<file path="src/rtl/mbqsp_pkg.sv">
`timescale 1ns / 1ps
// Shared types and constants of the modified biquad shelf/peak filter.
package mbqsp_pkg;

    localparam int REG_BITS      = 24;
    localparam int COMB_BITS     = 28;
    localparam int DIGIT_BITS    = 4;
    localparam int APB_ADDR_BITS = 5;
    localparam int APB_DATA_BITS = 32;

    typedef enum logic [2:0] {
        REG_A0  = 3'd0,
        REG_A1  = 3'd1,
        REG_A2  = 3'd2,
        REG_B1  = 3'd3,
        REG_B2  = 3'd4,
        REG_WET = 3'd5,
        REG_DRY = 3'd6
    } reg_idx_t;

    typedef logic signed [REG_BITS-1:0] coeff_word_t;

    typedef struct packed {
        coeff_word_t a0;
        coeff_word_t a1;
        coeff_word_t a2;
        coeff_word_t b1;
        coeff_word_t b2;
        coeff_word_t wet;
        coeff_word_t dry;
    } coeff_set_t;

    typedef struct packed {
        logic start;
        logic clear;
        logic negate;
    } mac_cmd_t;

endpackage

</file>
<file path="src/rtl/mbqsp_ifs.sv">
`timescale 1ns / 1ps
// Sample stream interfaces for the filter input and output channels.
interface mbqsp_in_if #(parameter int SAMPLE_BITS = 24);
    logic                          valid;
    logic                          ready;
    logic signed [SAMPLE_BITS-1:0] sample_in;

    modport source (output valid, output sample_in, input ready);
    modport sink   (input valid, input sample_in, output ready);
endinterface

interface mbqsp_out_if #(parameter int SAMPLE_BITS = 24);
    logic                          valid;
    logic                          ready;
    logic signed [SAMPLE_BITS-1:0] filt_out;

    modport source (output valid, output filt_out, input ready);
    modport sink   (input valid, input filt_out, output ready);
endinterface

</file>
<file path="src/rtl/modified_biquad_shelf_peak_filter.sv">
`timescale 1ns / 1ps
// Top level of the modified biquad shelf/peak filter.
//
// Second-order IIR equalizer section. Every sample word taken on in_ch yields
// exactly one saturated sample word on out_ch. All ten products (three wet
// terms, two dry terms, five dot-product terms) go through one shared
// digit-serial multiply-accumulate unit that retires four multiplier bits a
// cycle. The block takes one sample at a time; the next sample is accepted
// as soon as the previous result sits in the output register, even while
// that result still waits for out_ch.ready. Coefficients are written over
// APB (registers at byte addresses 0x00..0x18, index 7 is ignored) and must
// only be changed while no sample is in flight.
module modified_biquad_shelf_peak_filter #(
    parameter int SAMPLE_BITS     = 24,
    parameter int COEFF_FRAC_BITS = 20
) (
    input  logic                                 clk,
    input  logic                                 rst_n,
    mbqsp_in_if.sink                             in_ch,
    mbqsp_out_if.source                          out_ch,
    input  logic                                 psel,
    input  logic                                 penable,
    input  logic                                 pwrite,
    input  logic [mbqsp_pkg::APB_ADDR_BITS-1:0]  paddr,
    input  logic [mbqsp_pkg::APB_DATA_BITS-1:0]  pwdata,
    output logic [mbqsp_pkg::APB_DATA_BITS-1:0]  prdata,
    output logic                                 pready
);

    localparam int RB    = mbqsp_pkg::REG_BITS;
    localparam int CB    = mbqsp_pkg::COMB_BITS;
    localparam int F     = COEFF_FRAC_BITS;
    localparam int MQ_W  = (SAMPLE_BITS > RB) ? SAMPLE_BITS : RB;
    localparam int CMB_W = ((2 * RB > RB + F) ? 2 * RB : RB + F) + 2;
    localparam int DOT_W = CB + SAMPLE_BITS + 3;
    localparam int ACC_W = (CMB_W > DOT_W) ? CMB_W : DOT_W;

    localparam logic signed [ACC_W-1:0] RND_BIAS = ACC_W'(64'sd1 <<< (F - 1));
    localparam logic signed [ACC_W-1:0] COMB_MAX = ACC_W'((64'sd1 <<< (CB - 1)) - 64'sd1);
    localparam logic signed [ACC_W-1:0] COMB_MIN = ACC_W'(-(64'sd1 <<< (CB - 1)));
    localparam logic signed [ACC_W-1:0] SMP_MAX  =
        ACC_W'((64'sd1 <<< (SAMPLE_BITS - 1)) - 64'sd1);
    localparam logic signed [ACC_W-1:0] SMP_MIN  = ACC_W'(-(64'sd1 <<< (SAMPLE_BITS - 1)));

    // Sequencer: combine the coefficients, then run the five-tap dot product.
    typedef enum logic [14:0] {
        ST_IDLE = 15'b000000000000001,
        ST_K0M  = 15'b000000000000010,
        ST_K0R  = 15'b000000000000100,
        ST_K1D  = 15'b000000000001000,
        ST_K1W  = 15'b000000000010000,
        ST_K1R  = 15'b000000000100000,
        ST_K2D  = 15'b000000001000000,
        ST_K2W  = 15'b000000010000000,
        ST_K2R  = 15'b000000100000000,
        ST_X0   = 15'b000001000000000,
        ST_X1   = 15'b000010000000000,
        ST_X2   = 15'b000100000000000,
        ST_Y1   = 15'b001000000000000,
        ST_Y2   = 15'b010000000000000,
        ST_OUT  = 15'b100000000000000
    } state_t;

    state_t state_reg, state_next;
    logic   go_reg, go_next;

    logic signed [SAMPLE_BITS-1:0] x0_reg, x0_next;
    logic signed [SAMPLE_BITS-1:0] x1_reg, x1_next;
    logic signed [SAMPLE_BITS-1:0] x2_reg, x2_next;
    logic signed [SAMPLE_BITS-1:0] y1_reg, y1_next;
    logic signed [SAMPLE_BITS-1:0] y2_reg, y2_next;
    logic signed [CB-1:0]          k0_reg, k0_next;
    logic signed [CB-1:0]          k1_reg, k1_next;
    logic signed [CB-1:0]          k2_reg, k2_next;
    logic                          out_valid_reg, out_valid_next;
    logic signed [SAMPLE_BITS-1:0] out_data_reg, out_data_next;

    mbqsp_pkg::coeff_set_t   coeffs;
    mbqsp_pkg::mac_cmd_t     mac_cmd;
    logic signed [ACC_W-1:0] mac_mcand;
    logic signed [MQ_W-1:0]  mac_mplier;
    logic signed [ACC_W-1:0] mac_init;
    logic signed [ACC_W-1:0] mac_acc;
    logic                    mac_done;

    logic signed [ACC_W-1:0]       rnd_sum;
    logic signed [ACC_W-1:0]       rnd_val;
    logic signed [CB-1:0]          k_sat;
    logic signed [SAMPLE_BITS-1:0] y_sat;
    logic                          in_acc;

    mbqsp_regs #(
        .COEFF_FRAC_BITS (COEFF_FRAC_BITS)
    ) u_regs (
        .clk     (clk),
        .rst_n   (rst_n),
        .psel    (psel),
        .penable (penable),
        .pwrite  (pwrite),
        .paddr   (paddr),
        .pwdata  (pwdata),
        .prdata  (prdata),
        .pready  (pready),
        .coeffs  (coeffs)
    );

    mbqsp_mac #(
        .ACC_W (ACC_W),
        .MQ_W  (MQ_W)
    ) u_mac (
        .clk    (clk),
        .rst_n  (rst_n),
        .cmd    (mac_cmd),
        .mcand  (mac_mcand),
        .mplier (mac_mplier),
        .init   (mac_init),
        .acc    (mac_acc),
        .done   (mac_done)
    );

    assign in_ch.ready     = (state_reg == ST_IDLE);
    assign in_acc          = in_ch.valid && in_ch.ready;
    assign out_ch.valid    = out_valid_reg;
    assign out_ch.filt_out = out_data_reg;

    // Round half up at the binary point, then clamp for both result widths.
    always_comb
    begin
        rnd_sum = mac_acc + RND_BIAS;
        rnd_val = rnd_sum >>> F;

        if (rnd_val > COMB_MAX)
            k_sat = CB'(COMB_MAX);
        else if (rnd_val < COMB_MIN)
            k_sat = CB'(COMB_MIN);
        else
            k_sat = CB'(rnd_val);

        if (rnd_val > SMP_MAX)
            y_sat = SAMPLE_BITS'(SMP_MAX);
        else if (rnd_val < SMP_MIN)
            y_sat = SAMPLE_BITS'(SMP_MIN);
        else
            y_sat = SAMPLE_BITS'(rnd_val);
    end

    // Operand selection for the shared multiply-accumulate unit.
    always_comb
    begin
        mac_cmd.start  = go_reg;
        mac_cmd.clear  = 1'b0;
        mac_cmd.negate = 1'b0;
        mac_mcand      = '0;
        mac_mplier     = '0;
        mac_init       = '0;
        case (state_reg)
            ST_K0M:
            begin
                // seed with the dry path, dry_gain times one
                mac_cmd.clear = 1'b1;
                mac_init      = ACC_W'($signed(coeffs.dry)) <<< F;
                mac_mcand     = ACC_W'($signed(coeffs.wet));
                mac_mplier    = MQ_W'($signed(coeffs.a0));
            end
            ST_K1D:
            begin
                mac_cmd.clear = 1'b1;
                mac_mcand     = ACC_W'($signed(coeffs.dry));
                mac_mplier    = MQ_W'($signed(coeffs.b1));
            end
            ST_K1W:
            begin
                mac_mcand  = ACC_W'($signed(coeffs.wet));
                mac_mplier = MQ_W'($signed(coeffs.a1));
            end
            ST_K2D:
            begin
                mac_cmd.clear = 1'b1;
                mac_mcand     = ACC_W'($signed(coeffs.dry));
                mac_mplier    = MQ_W'($signed(coeffs.b2));
            end
            ST_K2W:
            begin
                mac_mcand  = ACC_W'($signed(coeffs.wet));
                mac_mplier = MQ_W'($signed(coeffs.a2));
            end
            ST_X0:
            begin
                mac_cmd.clear = 1'b1;
                mac_mcand     = ACC_W'(k0_reg);
                mac_mplier    = MQ_W'(x0_reg);
            end
            ST_X1:
            begin
                mac_mcand  = ACC_W'(k1_reg);
                mac_mplier = MQ_W'(x1_reg);
            end
            ST_X2:
            begin
                mac_mcand  = ACC_W'(k2_reg);
                mac_mplier = MQ_W'(x2_reg);
            end
            ST_Y1:
            begin
                mac_cmd.negate = 1'b1;
                mac_mcand      = ACC_W'($signed(coeffs.b1));
                mac_mplier     = MQ_W'(y1_reg);
            end
            ST_Y2:
            begin
                mac_cmd.negate = 1'b1;
                mac_mcand      = ACC_W'($signed(coeffs.b2));
                mac_mplier     = MQ_W'(y2_reg);
            end
            default: ;
        endcase
    end

    // Sequencer and history update.
    always_comb
    begin
        state_next     = state_reg;
        go_next        = 1'b0;
        x0_next        = x0_reg;
        x1_next        = x1_reg;
        x2_next        = x2_reg;
        y1_next        = y1_reg;
        y2_next        = y2_reg;
        k0_next        = k0_reg;
        k1_next        = k1_reg;
        k2_next        = k2_reg;
        out_valid_next = out_valid_reg;
        out_data_next  = out_data_reg;

        // drop the output word once it is taken
        if (out_valid_reg && out_ch.ready)
            out_valid_next = 1'b0;

        case (state_reg)
            ST_IDLE:
            begin
                if (in_acc)
                begin
                    x0_next    = in_ch.sample_in;
                    state_next = ST_K0M;
                    go_next    = 1'b1;
                end
            end
            ST_K0M:
            begin
                if (mac_done)
                    state_next = ST_K0R;
            end
            ST_K0R:
            begin
                k0_next    = k_sat;
                state_next = ST_K1D;
                go_next    = 1'b1;
            end
            ST_K1D:
            begin
                if (mac_done)
                begin
                    state_next = ST_K1W;
                    go_next    = 1'b1;
                end
            end
            ST_K1W:
            begin
                if (mac_done)
                    state_next = ST_K1R;
            end
            ST_K1R:
            begin
                k1_next    = k_sat;
                state_next = ST_K2D;
                go_next    = 1'b1;
            end
            ST_K2D:
            begin
                if (mac_done)
                begin
                    state_next = ST_K2W;
                    go_next    = 1'b1;
                end
            end
            ST_K2W:
            begin
                if (mac_done)
                    state_next = ST_K2R;
            end
            ST_K2R:
            begin
                k2_next    = k_sat;
                state_next = ST_X0;
                go_next    = 1'b1;
            end
            ST_X0:
            begin
                if (mac_done)
                begin
                    state_next = ST_X1;
                    go_next    = 1'b1;
                end
            end
            ST_X1:
            begin
                if (mac_done)
                begin
                    state_next = ST_X2;
                    go_next    = 1'b1;
                end
            end
            ST_X2:
            begin
                if (mac_done)
                begin
                    state_next = ST_Y1;
                    go_next    = 1'b1;
                end
            end
            ST_Y1:
            begin
                if (mac_done)
                begin
                    state_next = ST_Y2;
                    go_next    = 1'b1;
                end
            end
            ST_Y2:
            begin
                if (mac_done)
                    state_next = ST_OUT;
            end
            ST_OUT:
            begin
                // hold the result until the output register is free
                if (!out_valid_reg || out_ch.ready)
                begin
                    out_data_next  = y_sat;
                    out_valid_next = 1'b1;
                    x2_next        = x1_reg;
                    x1_next        = x0_reg;
                    y2_next        = y1_reg;
                    y1_next        = y_sat;
                    state_next     = ST_IDLE;
                end
            end
            default:
            begin
                state_next = ST_IDLE;
            end
        endcase
    end

    always_ff @(posedge clk or negedge rst_n)
    begin
        if (!rst_n)
        begin
            state_reg     <= ST_IDLE;
            go_reg        <= 1'b0;
            x1_reg        <= '0;
            x2_reg        <= '0;
            y1_reg        <= '0;
            y2_reg        <= '0;
            out_valid_reg <= 1'b0;
        end
        else
        begin
            state_reg     <= state_next;
            go_reg        <= go_next;
            x1_reg        <= x1_next;
            x2_reg        <= x2_next;
            y1_reg        <= y1_next;
            y2_reg        <= y2_next;
            out_valid_reg <= out_valid_next;
        end
    end

    always_ff @(posedge clk)
    begin
        x0_reg       <= x0_next;
        k0_reg       <= k0_next;
        k1_reg       <= k1_next;
        k2_reg       <= k2_next;
        out_data_reg <= out_data_next;
    end

endmodule

</file>
<file path="src/rtl/mbqsp_regs.sv">
`timescale 1ns / 1ps
// APB coefficient register file of the filter.
module mbqsp_regs #(
    parameter int COEFF_FRAC_BITS = 20
) (
    input  logic                                  clk,
    input  logic                                  rst_n,
    input  logic                                  psel,
    input  logic                                  penable,
    input  logic                                  pwrite,
    input  logic [mbqsp_pkg::APB_ADDR_BITS-1:0]   paddr,
    input  logic [mbqsp_pkg::APB_DATA_BITS-1:0]   pwdata,
    output logic [mbqsp_pkg::APB_DATA_BITS-1:0]   prdata,
    output logic                                  pready,
    output mbqsp_pkg::coeff_set_t                 coeffs
);

    localparam logic [mbqsp_pkg::REG_BITS-1:0] WET_RESET =
        mbqsp_pkg::REG_BITS'(64'd1 << COEFF_FRAC_BITS);

    mbqsp_pkg::coeff_set_t coeffs_reg;
    mbqsp_pkg::reg_idx_t   idx;
    logic                  wr_en;
    mbqsp_pkg::coeff_word_t rd_word;

    assign idx    = mbqsp_pkg::reg_idx_t'(paddr[4:2]);
    assign wr_en  = psel && penable && pwrite;
    assign pready = 1'b1;
    assign coeffs = coeffs_reg;

    always_ff @(posedge clk or negedge rst_n)
    begin
        if (!rst_n)
        begin
            coeffs_reg.a0  <= '0;
            coeffs_reg.a1  <= '0;
            coeffs_reg.a2  <= '0;
            coeffs_reg.b1  <= '0;
            coeffs_reg.b2  <= '0;
            coeffs_reg.wet <= WET_RESET;
            coeffs_reg.dry <= '0;
        end
        else if (wr_en)
        begin
            case (idx)
                mbqsp_pkg::REG_A0:  coeffs_reg.a0  <= pwdata[mbqsp_pkg::REG_BITS-1:0];
                mbqsp_pkg::REG_A1:  coeffs_reg.a1  <= pwdata[mbqsp_pkg::REG_BITS-1:0];
                mbqsp_pkg::REG_A2:  coeffs_reg.a2  <= pwdata[mbqsp_pkg::REG_BITS-1:0];
                mbqsp_pkg::REG_B1:  coeffs_reg.b1  <= pwdata[mbqsp_pkg::REG_BITS-1:0];
                mbqsp_pkg::REG_B2:  coeffs_reg.b2  <= pwdata[mbqsp_pkg::REG_BITS-1:0];
                mbqsp_pkg::REG_WET: coeffs_reg.wet <= pwdata[mbqsp_pkg::REG_BITS-1:0];
                mbqsp_pkg::REG_DRY: coeffs_reg.dry <= pwdata[mbqsp_pkg::REG_BITS-1:0];
                default: ;
            endcase
        end
    end

    always_comb
    begin
        case (idx)
            mbqsp_pkg::REG_A0:  rd_word = coeffs_reg.a0;
            mbqsp_pkg::REG_A1:  rd_word = coeffs_reg.a1;
            mbqsp_pkg::REG_A2:  rd_word = coeffs_reg.a2;
            mbqsp_pkg::REG_B1:  rd_word = coeffs_reg.b1;
            mbqsp_pkg::REG_B2:  rd_word = coeffs_reg.b2;
            mbqsp_pkg::REG_WET: rd_word = coeffs_reg.wet;
            mbqsp_pkg::REG_DRY: rd_word = coeffs_reg.dry;
            default:            rd_word = '0;
        endcase
        prdata = {{(mbqsp_pkg::APB_DATA_BITS-mbqsp_pkg::REG_BITS){1'b0}}, rd_word};
    end

endmodule

</file>
<file path="src/rtl/mbqsp_mac.sv">
`timescale 1ns / 1ps
// Digit-serial signed multiply-accumulate unit, one multiplier digit per cycle.
module mbqsp_mac #(
    parameter int ACC_W = 63,
    parameter int MQ_W  = 24
) (
    input  logic                     clk,
    input  logic                     rst_n,
    input  mbqsp_pkg::mac_cmd_t      cmd,
    input  logic signed [ACC_W-1:0]  mcand,
    input  logic signed [MQ_W-1:0]   mplier,
    input  logic signed [ACC_W-1:0]  init,
    output logic signed [ACC_W-1:0]  acc,
    output logic                     done
);

    localparam int DB    = mbqsp_pkg::DIGIT_BITS;
    localparam int NDIG  = (MQ_W + DB - 1) / DB;
    localparam int Q_W   = NDIG * DB;
    localparam int CNT_W = (NDIG > 1) ? $clog2(NDIG) : 1;

    logic signed [ACC_W-1:0] acc_reg, acc_next;
    logic signed [ACC_W-1:0] m_reg, m_next;
    logic signed [Q_W-1:0]   q_reg, q_next;
    logic [CNT_W-1:0]        cnt_reg, cnt_next;
    logic                    busy_reg, busy_next;
    logic                    done_reg, done_next;
    logic                    neg_reg, neg_next;
    logic                    last;
    logic [DB-1:0]           digit;
    logic signed [DB:0]      dig_s;
    logic signed [ACC_W-1:0] prod;

    assign acc  = acc_reg;
    assign done = done_reg;

    always_comb
    begin
        last  = (cnt_reg == CNT_W'(NDIG - 1));
        digit = q_reg[DB-1:0];
        // top digit carries the sign weight
        if (last)
            dig_s = signed'({digit[DB-1], digit});
        else
            dig_s = signed'({1'b0, digit});
        prod = m_reg * dig_s;

        acc_next  = acc_reg;
        m_next    = m_reg;
        q_next    = q_reg;
        cnt_next  = cnt_reg;
        busy_next = busy_reg;
        neg_next  = neg_reg;
        done_next = 1'b0;

        if (busy_reg)
        begin
            acc_next = neg_reg ? (acc_reg - prod) : (acc_reg + prod);
            m_next   = m_reg <<< DB;
            q_next   = q_reg >>> DB;
            cnt_next = cnt_reg + CNT_W'(1);
            if (last)
            begin
                busy_next = 1'b0;
                done_next = 1'b1;
            end
        end

        if (cmd.start)
        begin
            m_next    = mcand;
            q_next    = Q_W'(mplier);
            cnt_next  = '0;
            busy_next = 1'b1;
            neg_next  = cmd.negate;
            if (cmd.clear)
                acc_next = init;
        end
    end

    always_ff @(posedge clk or negedge rst_n)
    begin
        if (!rst_n)
        begin
            busy_reg <= 1'b0;
            done_reg <= 1'b0;
            cnt_reg  <= '0;
            neg_reg  <= 1'b0;
        end
        else
        begin
            busy_reg <= busy_next;
            done_reg <= done_next;
            cnt_reg  <= cnt_next;
            neg_reg  <= neg_next;
        end
    end

    always_ff @(posedge clk)
    begin
        acc_reg <= acc_next;
        m_reg   <= m_next;
        q_reg   <= q_next;
    end

endmodule

</file>
<file path="src/flat_wrapper.sv">
// flat-port wrapper written by rule: the top's interface ports become plain ports
module modified_biquad_shelf_peak_filter_flat 
#(
    parameter int SAMPLE_BITS     = 24,
    parameter int COEFF_FRAC_BITS = 20
)
  (clk, rst_n, psel, penable, pwrite, paddr, pwdata, prdata, pready, in_ch_valid, in_ch_sample_in, in_ch_ready, out_ch_valid, out_ch_filt_out, out_ch_ready);
  mbqsp_in_if #(.SAMPLE_BITS(SAMPLE_BITS)) in_ch_i ();
  mbqsp_out_if #(.SAMPLE_BITS(SAMPLE_BITS)) out_ch_i ();
  input  logic clk;
  input  logic rst_n;
  input  logic psel;
  input  logic penable;
  input  logic pwrite;
  input  logic [mbqsp_pkg::APB_ADDR_BITS-1:0] paddr;
  input  logic [mbqsp_pkg::APB_DATA_BITS-1:0] pwdata;
  output logic [mbqsp_pkg::APB_DATA_BITS-1:0] prdata;
  output logic pready;
  input wire logic [$bits(in_ch_i.valid)-1:0] in_ch_valid;
  input wire logic [$bits(in_ch_i.sample_in)-1:0] in_ch_sample_in;
  output wire logic [$bits(in_ch_i.ready)-1:0] in_ch_ready;
  output wire logic [$bits(out_ch_i.valid)-1:0] out_ch_valid;
  output wire logic [$bits(out_ch_i.filt_out)-1:0] out_ch_filt_out;
  input wire logic [$bits(out_ch_i.ready)-1:0] out_ch_ready;
  assign in_ch_i.valid = in_ch_valid;
  assign in_ch_i.sample_in = in_ch_sample_in;
  assign in_ch_ready = in_ch_i.ready;
  assign out_ch_valid = out_ch_i.valid;
  assign out_ch_filt_out = out_ch_i.filt_out;
  assign out_ch_i.ready = out_ch_ready;
  modified_biquad_shelf_peak_filter #(.SAMPLE_BITS(SAMPLE_BITS), .COEFF_FRAC_BITS(COEFF_FRAC_BITS)) u_core (.clk(clk), .rst_n(rst_n), .in_ch(in_ch_i), .out_ch(out_ch_i), .psel(psel), .penable(penable), .pwrite(pwrite), .paddr(paddr), .pwdata(pwdata), .prdata(prdata), .pready(pready));
endmodule
</file>
<file path="config.mk">
export PLATFORM = sky130hd
export DESIGN_NAME = modified_biquad_shelf_peak_filter_flat
export DESIGN_NICKNAME = d
export VERILOG_FILES = /design/src/rtl/mbqsp_pkg.sv /design/src/rtl/mbqsp_ifs.sv /design/src/rtl/modified_biquad_shelf_peak_filter.sv /design/src/rtl/mbqsp_regs.sv /design/src/rtl/mbqsp_mac.sv /design/src/flat_wrapper.sv
export SDC_FILE = /design/constraint.sdc
export NUM_CORES = 2
export LEC_CHECK = 0
export CAP_MARGIN = 20
export CORE_UTILIZATION = 35
export DETAILED_ROUTE_END_ITERATION = 10
export DONT_BUFFER_PORTS = 1
export GPL_TIMING_DRIVEN = 1
export SETUP_SLACK_MARGIN = 0.02
export SLEW_MARGIN = 20
export SYNTH_ARGS = -nofsm -noshare
export SYNTH_HDL_FRONTEND = slang
export SYNTH_HIERARCHICAL = 1
export SYNTH_SLANG_ARGS = --single-unit
export TNS_END_PERCENT = 20
</file>
<file path="constraint.sdc">
create_clock -name clk -period 11 [get_ports clk]
set_input_delay 0.55 -clock clk [delete_from_list [all_inputs] [get_ports clk]]
set_output_delay 0.55 -clock clk [all_outputs]
set_load 0.01 [all_outputs]
</file>
Word-level counts from Yosys, hierarchy flattened
Index checks and enable logic that the tools add are counted.
- output and inout port bits: 59
- ROM bits: 0
- memories: 0
- bits in writable memories: 0
- register bits: 553
- bits in latches: 0
- bitwise gates (word level): 0
- shifts and indexed selects: 0
- div/mod/pow operators: 0
- multipliers: 1
- multiplexer cells: 45
- $lt $le $gt $ge: 4
- reduce and logical (&&, ||, !) cells: 24
- equality and inequality tests: 34
- $add $sub $neg: 4
- operators by type and width (operator ; count):
    55-bit 2-to-1 mux ; 7
    55-bit case mux with 7 select lines ; 1
    24-bit case mux with 10 select lines ; 1
    15-bit case mux with 15 select lines ; 1
    15-bit 2-to-1 mux ; 12
    24-bit case mux with 7 select lines ; 1
    24-bit 2-to-1 mux ; 3
    28-bit 2-to-1 mux ; 2
    55-bit by 21-bit adder with 55-bit output, second input constant ; 1
    55-bit adder ; 1
    55-bit by 5-bit multiplier with 55-bit output ; 1
    55-bit subtractor ; 1
    35-bit by 24-bit > comparator with 1-bit output, second input constant ; 1
    35-bit by 28-bit > comparator with 1-bit output, second input constant ; 1
    35-bit by 24-bit < comparator with 1-bit output, second input constant ; 1
    35-bit by 28-bit < comparator with 1-bit output, second input constant ; 1
    23-bit 2-to-1 mux ; 1
    2-bit != test, second input constant ; 11
    2-bit AND reduction ; 9
    15-bit by 1-bit equality test with 1-bit output, second input constant ; 1
    15-bit by 10-bit equality test with 1-bit output, second input constant ; 1
    15-bit by 11-bit equality test with 1-bit output, second input constant ; 1
    15-bit by 12-bit equality test with 1-bit output, second input constant ; 1
    15-bit by 13-bit equality test with 1-bit output, second input constant ; 1
    other kinds (29) ; 50

Longest topological paths before layout
- word-level depth: 8
- depth in mapped cells: 39
- gate-level depth less buffers: 37

By module
Netlist, hierarchy kept.
- by module, submodules not included (module ; sequential area each (µm²) ; area each (µm²) ; instances ; cells each):
    mbqsp_mac ; 3623.5 ; 19296.0 ; 1 ; 2253
    modified_biquad_shelf_peak_filter ; 6792.8 ; 11898.9 ; 1 ; 1075
    mbqsp_regs ; 4205.3 ; 7872.6 ; 1 ; 559

Worst setup path after synthesis
No wires, ideal clock.
- kind: flip-flop to flip-flop
- start: reg u_core.u_mac.cnt_reg[1]
- end: reg u_core.u_mac.acc_reg[54] (netlist: u_core/u_mac/acc[54])
- data required time: 10.877 ns
- data arrival time: 8.589 ns
- clock period less this slack: 8.713 ns
- path slack: 2.287 ns
- cell stages (with the launch flop): 35
- buffers on the path: 1
- library setup time: 0.123 ns
- cells stage by stage: dfrtp_1 -> inv_1 -> ha_1 -> nand3_1 -> clkbuf_1 -> or2_2 -> fa_1 -> fa_1 -> fa_1 -> inv_1 -> fa_1 -> a21o_1 -> a22o_1 -> o221a_4 -> or4_1 -> a311oi_1 -> and3b_1 -> nand2_1 -> nor4b_1 -> a21oi_1 -> xnor2_1 -> ha_1 -> a21o_1 -> a21o_1 -> a21o_1 -> a211oi_1 -> o21ai_0 -> a31o_2 -> a211oi_1 -> o22ai_1 -> a221o_1 -> or3b_2 -> mux2i_1 -> nor3_1 -> nand3b_1
- cells in the longest elaborated chain, start to end: 8
- elaborated cells on any way between the ends: 9
- classes of those cells: add/sub (2); mul (1); eq/ne (1); mux (5)
- ends and longest elaborated chain (item ; RTL line ; RTL):
    start: declaration ; mbqsp_mac.sv:25 ; logic [CNT_W-1:0] cnt_reg, cnt_next;
    start signal: assignment ; mbqsp_mac.sv:94 ; cnt_reg <= cnt_next;
    3-bit equality test (*) ; mbqsp_mac.sv:39 ; last = (cnt_reg == CNT_W'(NDIG - 1));
    5-bit 2-to-1 mux (*) ; mbqsp_mac.sv:42 ; if (last)
    55-bit by 5-bit multiplier with 55-bit output (*) ; mbqsp_mac.sv:46 ; prod = m_reg * dig_s;
    55-bit adder / 55-bit subtractor (equally long branches) ; mbqsp_mac.sv:58 ; acc_next = neg_reg ? (acc_reg - prod) : (acc_reg + prod);
    55-bit 2-to-1 mux (*) ; mbqsp_mac.sv:58 ;
    55-bit 2-to-1 mux (*) ; mbqsp_mac.sv:56 ; if (busy_reg)
    55-bit 2-to-1 mux ; mbqsp_mac.sv:76 ; if (cmd.clear)
    55-bit 2-to-1 mux (*) ; mbqsp_mac.sv:69 ; if (cmd.start)
    net u_core.u_mac.acc_next[54] ; mbqsp_mac.sv:22 ; logic signed [ACC_W-1:0] acc_reg, acc_next;
    end signal: assignment ; mbqsp_mac.sv:101 ; acc_reg <= acc_next;
    end: declaration ; mbqsp_mac.sv:22 ;
The timed path passes the listed nets; every way through them passes the cells marked *.
A chain may end at the register's enable or synchronous reset.

Worst setup path in the final report
- start: reg u_core.u_mac.cnt_reg[0]
- end: reg u_core.u_mac.acc_reg[54] (netlist: u_core/u_mac/acc[54])
The elaborated chain is that of the path after synthesis.

==> results.json <==
{
  "outcome": "complete, no violations",
  "slowest_delay_ns": 0.57,
  "numCtsBuffers": 66,
  "setup_viol": 0,
  "dr_wl_met3_mm": 9.20,
  "drt-total-wl_mm": 126,
  "r2r_cells": 33,
  "grt_usage_pct": 22.1,
  "ys_warn_count": 6,
  "dieWidth_um": 336,
  "end_kind": "register",
  "synth.avg_cell_area_um2": 10.1,
  "synth_edf_count": 211,
  "grt_pass1_wl_mm": 190,
  "htreeDepth": 3,
  "tightest_slew_ns": 1.15,
  "clkSlewWorstSetupHoldPaths_ns": 0.06,
  "grt_pass1_vias": 29500,
  "arrival_ns": 10.74,
  "yosysUniqueCellTypes": 106,
  "synth_top_area_share_pct": 18.3,
  "fillers": 10900,
  "rows": 122,
  "yosysSeqAreaShare_pct": 37.4,
  "worst-r2r-setup-slack_ns": 0.78,
  "portBuffers": 0,
  "drt_first_pass_iters": 9,
  "cts_tree": "done",
  "grt_max_degree": 288,
  "power_density_nw_per_um2": 323,
  "vias": 30300,
  "power.total_w": 0.0140,
  "layout.nets": 4234,
  "cp_slowest_cell": "or4_1",
  "hold_viol_final": 0,
  "post-route-util_pct": 39.0,
  "fin_crit_ns": 10.22,
  "drv_cap": 0,
  "synthTopCellsByArea": "dfrtp_1 18%, edfxtp_1 16%, fa_1 7.9%",
  "maxSlewHeadroom_pct": 23.0,
  "fmax_ghz": 0.0979,
  "hold_class": "in2reg",
  "drt-initial-drc-count": 3223,
  "dp_hpwl_mm": 85.5,
  "synthCells": 3887,
  "post_cts_buffers": 0,
  "hold_path.startpoint": "pwdata[19]",
  "critPathLaunchType": "register",
  "start_util_pct": 35.3,
  "whs_endpoint": "u_core/u_regs/coeffs[43]",
  "top_layer": "met5",
  "path_class": "reg2reg",
  "largest_reg_flops": 168,
  "met2_length_mm": 57.9,
  "gp_congestion": 0.907,
  "holdPathStages": 1,
  "syn_to_final_growth_pct": 10.6,
  "drt-met1-wl_mm": 53.9,
  "grt-ovfl-total": 0,
  "synth_ff_type": "dfrtp_1",
  "drive_above_1_share_pct": 13.4,
  "post-route-period-util_pct": 92.9,
  "vdd_drop_max_v": 0.000233,
  "worstSkewPairLatency_ns": 0.67,
  "cp.depth": 33,
  "drv_slew": 0,
  "die_area_um2": 113000,
  "synthArstFlopShare_pct": 51.9,
  "path_max_fanout": 43,
  "viasPerCell": 5.63,
  "antenna_cells": 0,
  "clock_sinks": 553,
  "root_buffer": "clkbuf_16",
  "clock_skew_ns": 0.0531,
  "rr_endpoint": "u_core/u_mac/acc[54]",
  "critPathRequiredTime_ns": 11.52,
  "synth_area_um2": 39100,
  "route.antenna.remaining_nets": 0,
  "drcViolationCount": 0,
  "synth_top_area_cell": "dfrtp_1",
  "ys_ff_latch": 553,
  "rsz0062_at_grt": "no",
  "wl_per_cell_um": 23.4,
  "clk_path_buf_depth": 3,
  "antenna_found_initial": 6,
  "worstPathBufferInverterCount": 3,
  "die_height_um": 336,
  "tns_ns": 0,
  "reg2reg_from": "u_core/u_mac/cnt_reg[0]",
  "critPathTopFamily": "simple AND/OR/NAND/NOR gates",
  "io_pins": 127,
  "p_leak_nw": 18.9,
  "core_area_um2": 111000
}
logic make-up (layout without fill, tap and decap cells):
family / count (synthesis) / count (layout) / synth area share [%]
flip-flops: 553 / 553 / 37.4
adder cells (fa/ha/maj): 319 / 319 / 13.2
multiplexers: 354 / 354 / 10.2
other: 3 / 29 / 0.0288
buffers and inverters: 495 / 481 / 5.18
XOR/XNOR: 185 / 185 / 4.15
AND/OR/NAND/NOR: 1208 / 1208 / 15.8
AO/OA/AOI/OAI: 770 / 770 / 14.0
routing by layer:
metal | global-route usage, % | vias up
li1 | - | 13800
met1 | 29.3 | 15200
met2 | 35.6 | 1108
met3 | 4.17 | 231
met4 | 8.40 | 6
met5 | 0 | -
power by group:
| part | total, W | internal (W) | switching [W] |
|---|---|---|---|
| combinational | 0.00838 | 0.00336 | 0.00502 |
| sequential | 0.00332 | 0.00276 | 0.000558 |
| clock | 0.00226 | 0.00130 | 0.000959 |
through the flow:
stage / worst slack, ns / cell area (µm²) / hold WS, ns / std cells
global route: 0.233 / 43200 / 0.0130 / 5387
global placement: 1.04 / 40500 / 0.267 / 5230
finish: 0.782 / 43200 / 0.0366 / 5387
floorplan: 2.29 / 39200 / 0.254 / 3913
CTS: 0.914 / 43100 / 0.000172 / 5382
detailed placement: 0.924 / 40600 / 0.275 / 5230
worst max path at each step:
stage,from,endpoint,slack [ns]
2_1_floorplan,u_core/u_mac/cnt_reg[1],u_core/u_mac/acc[54],2.29
3_3_place_gp,u_core/u_mac/cnt_reg[0],u_core/u_mac/acc[54],1.04
3_5_place_dp,u_core/u_mac/cnt_reg[0],u_core/u_mac/acc[54],0.92
4_1_cts,u_core/u_mac/cnt_reg[0],u_core/u_mac/acc[54],0.91
5_1_grt,u_core/u_mac/cnt_reg[0],u_core/u_mac/acc[54],0.23
6_report,u_core/u_mac/cnt_reg[0],u_core/u_mac/acc[54],0.78
synth_stat cells (all sizes together) (11+ instances only):
cell and number:
nor2b 18, nand2 460, a22oi 68, nand4 55
o211ai 24, or3 21, dfxtp 55, xor2 70
a21o 60, nor4 22, and3 30, xnor2 115
a31oi 22, o21a 38, nor3b 12, nor2 175
nand3 60, fa 154, clkbuf 153, a221o 25
o221ai 16, edfxtp 211, ha 165, a21oi 159
nor3 42, a222oi 88, nand2b 17, a211oi 17
o21bai 15, mux2i 76, and2 218, nor4b 11
inv 274, dfrtp 285, or2 27, o21ai 156
nand3b 16, mux2 277, buf 68
repair_timing:
action | in CTS | in global routing
gates resized for setup | 0 | 0
endpoints found under the hold margin | 320 | 35
hold buffers | 32 | 1
final cells by class:
cell class	instances	area, µm²	share of cell area [%]
multi-input cells	2865	22700	52.5
flip-flops and latches	553	14600	33.9
well taps	1488	1860	4.31
clock buffers	92	1820	4.21
inverters	274	1030	2.38
repair buffers	87	803	1.86
clock inverters	28	392	0.906
cells in the final DEF (no fill, tap or decap), drive strengths merged, types with 115 or more instances in the layout:
| master | instances |
|---|---|
| xnor2 | 115 |
| nor2 | 175 |
| mux2 | 277 |
| edfxtp | 211 |
| dfrtp | 285 |
| o21ai | 156 |
| inv | 278 |
| ha | 165 |
| a21oi | 159 |
| fa | 154 |
| nand2 | 460 |
| and2 | 218 |
No activity file was read; power rests on OpenSTA's default activity.
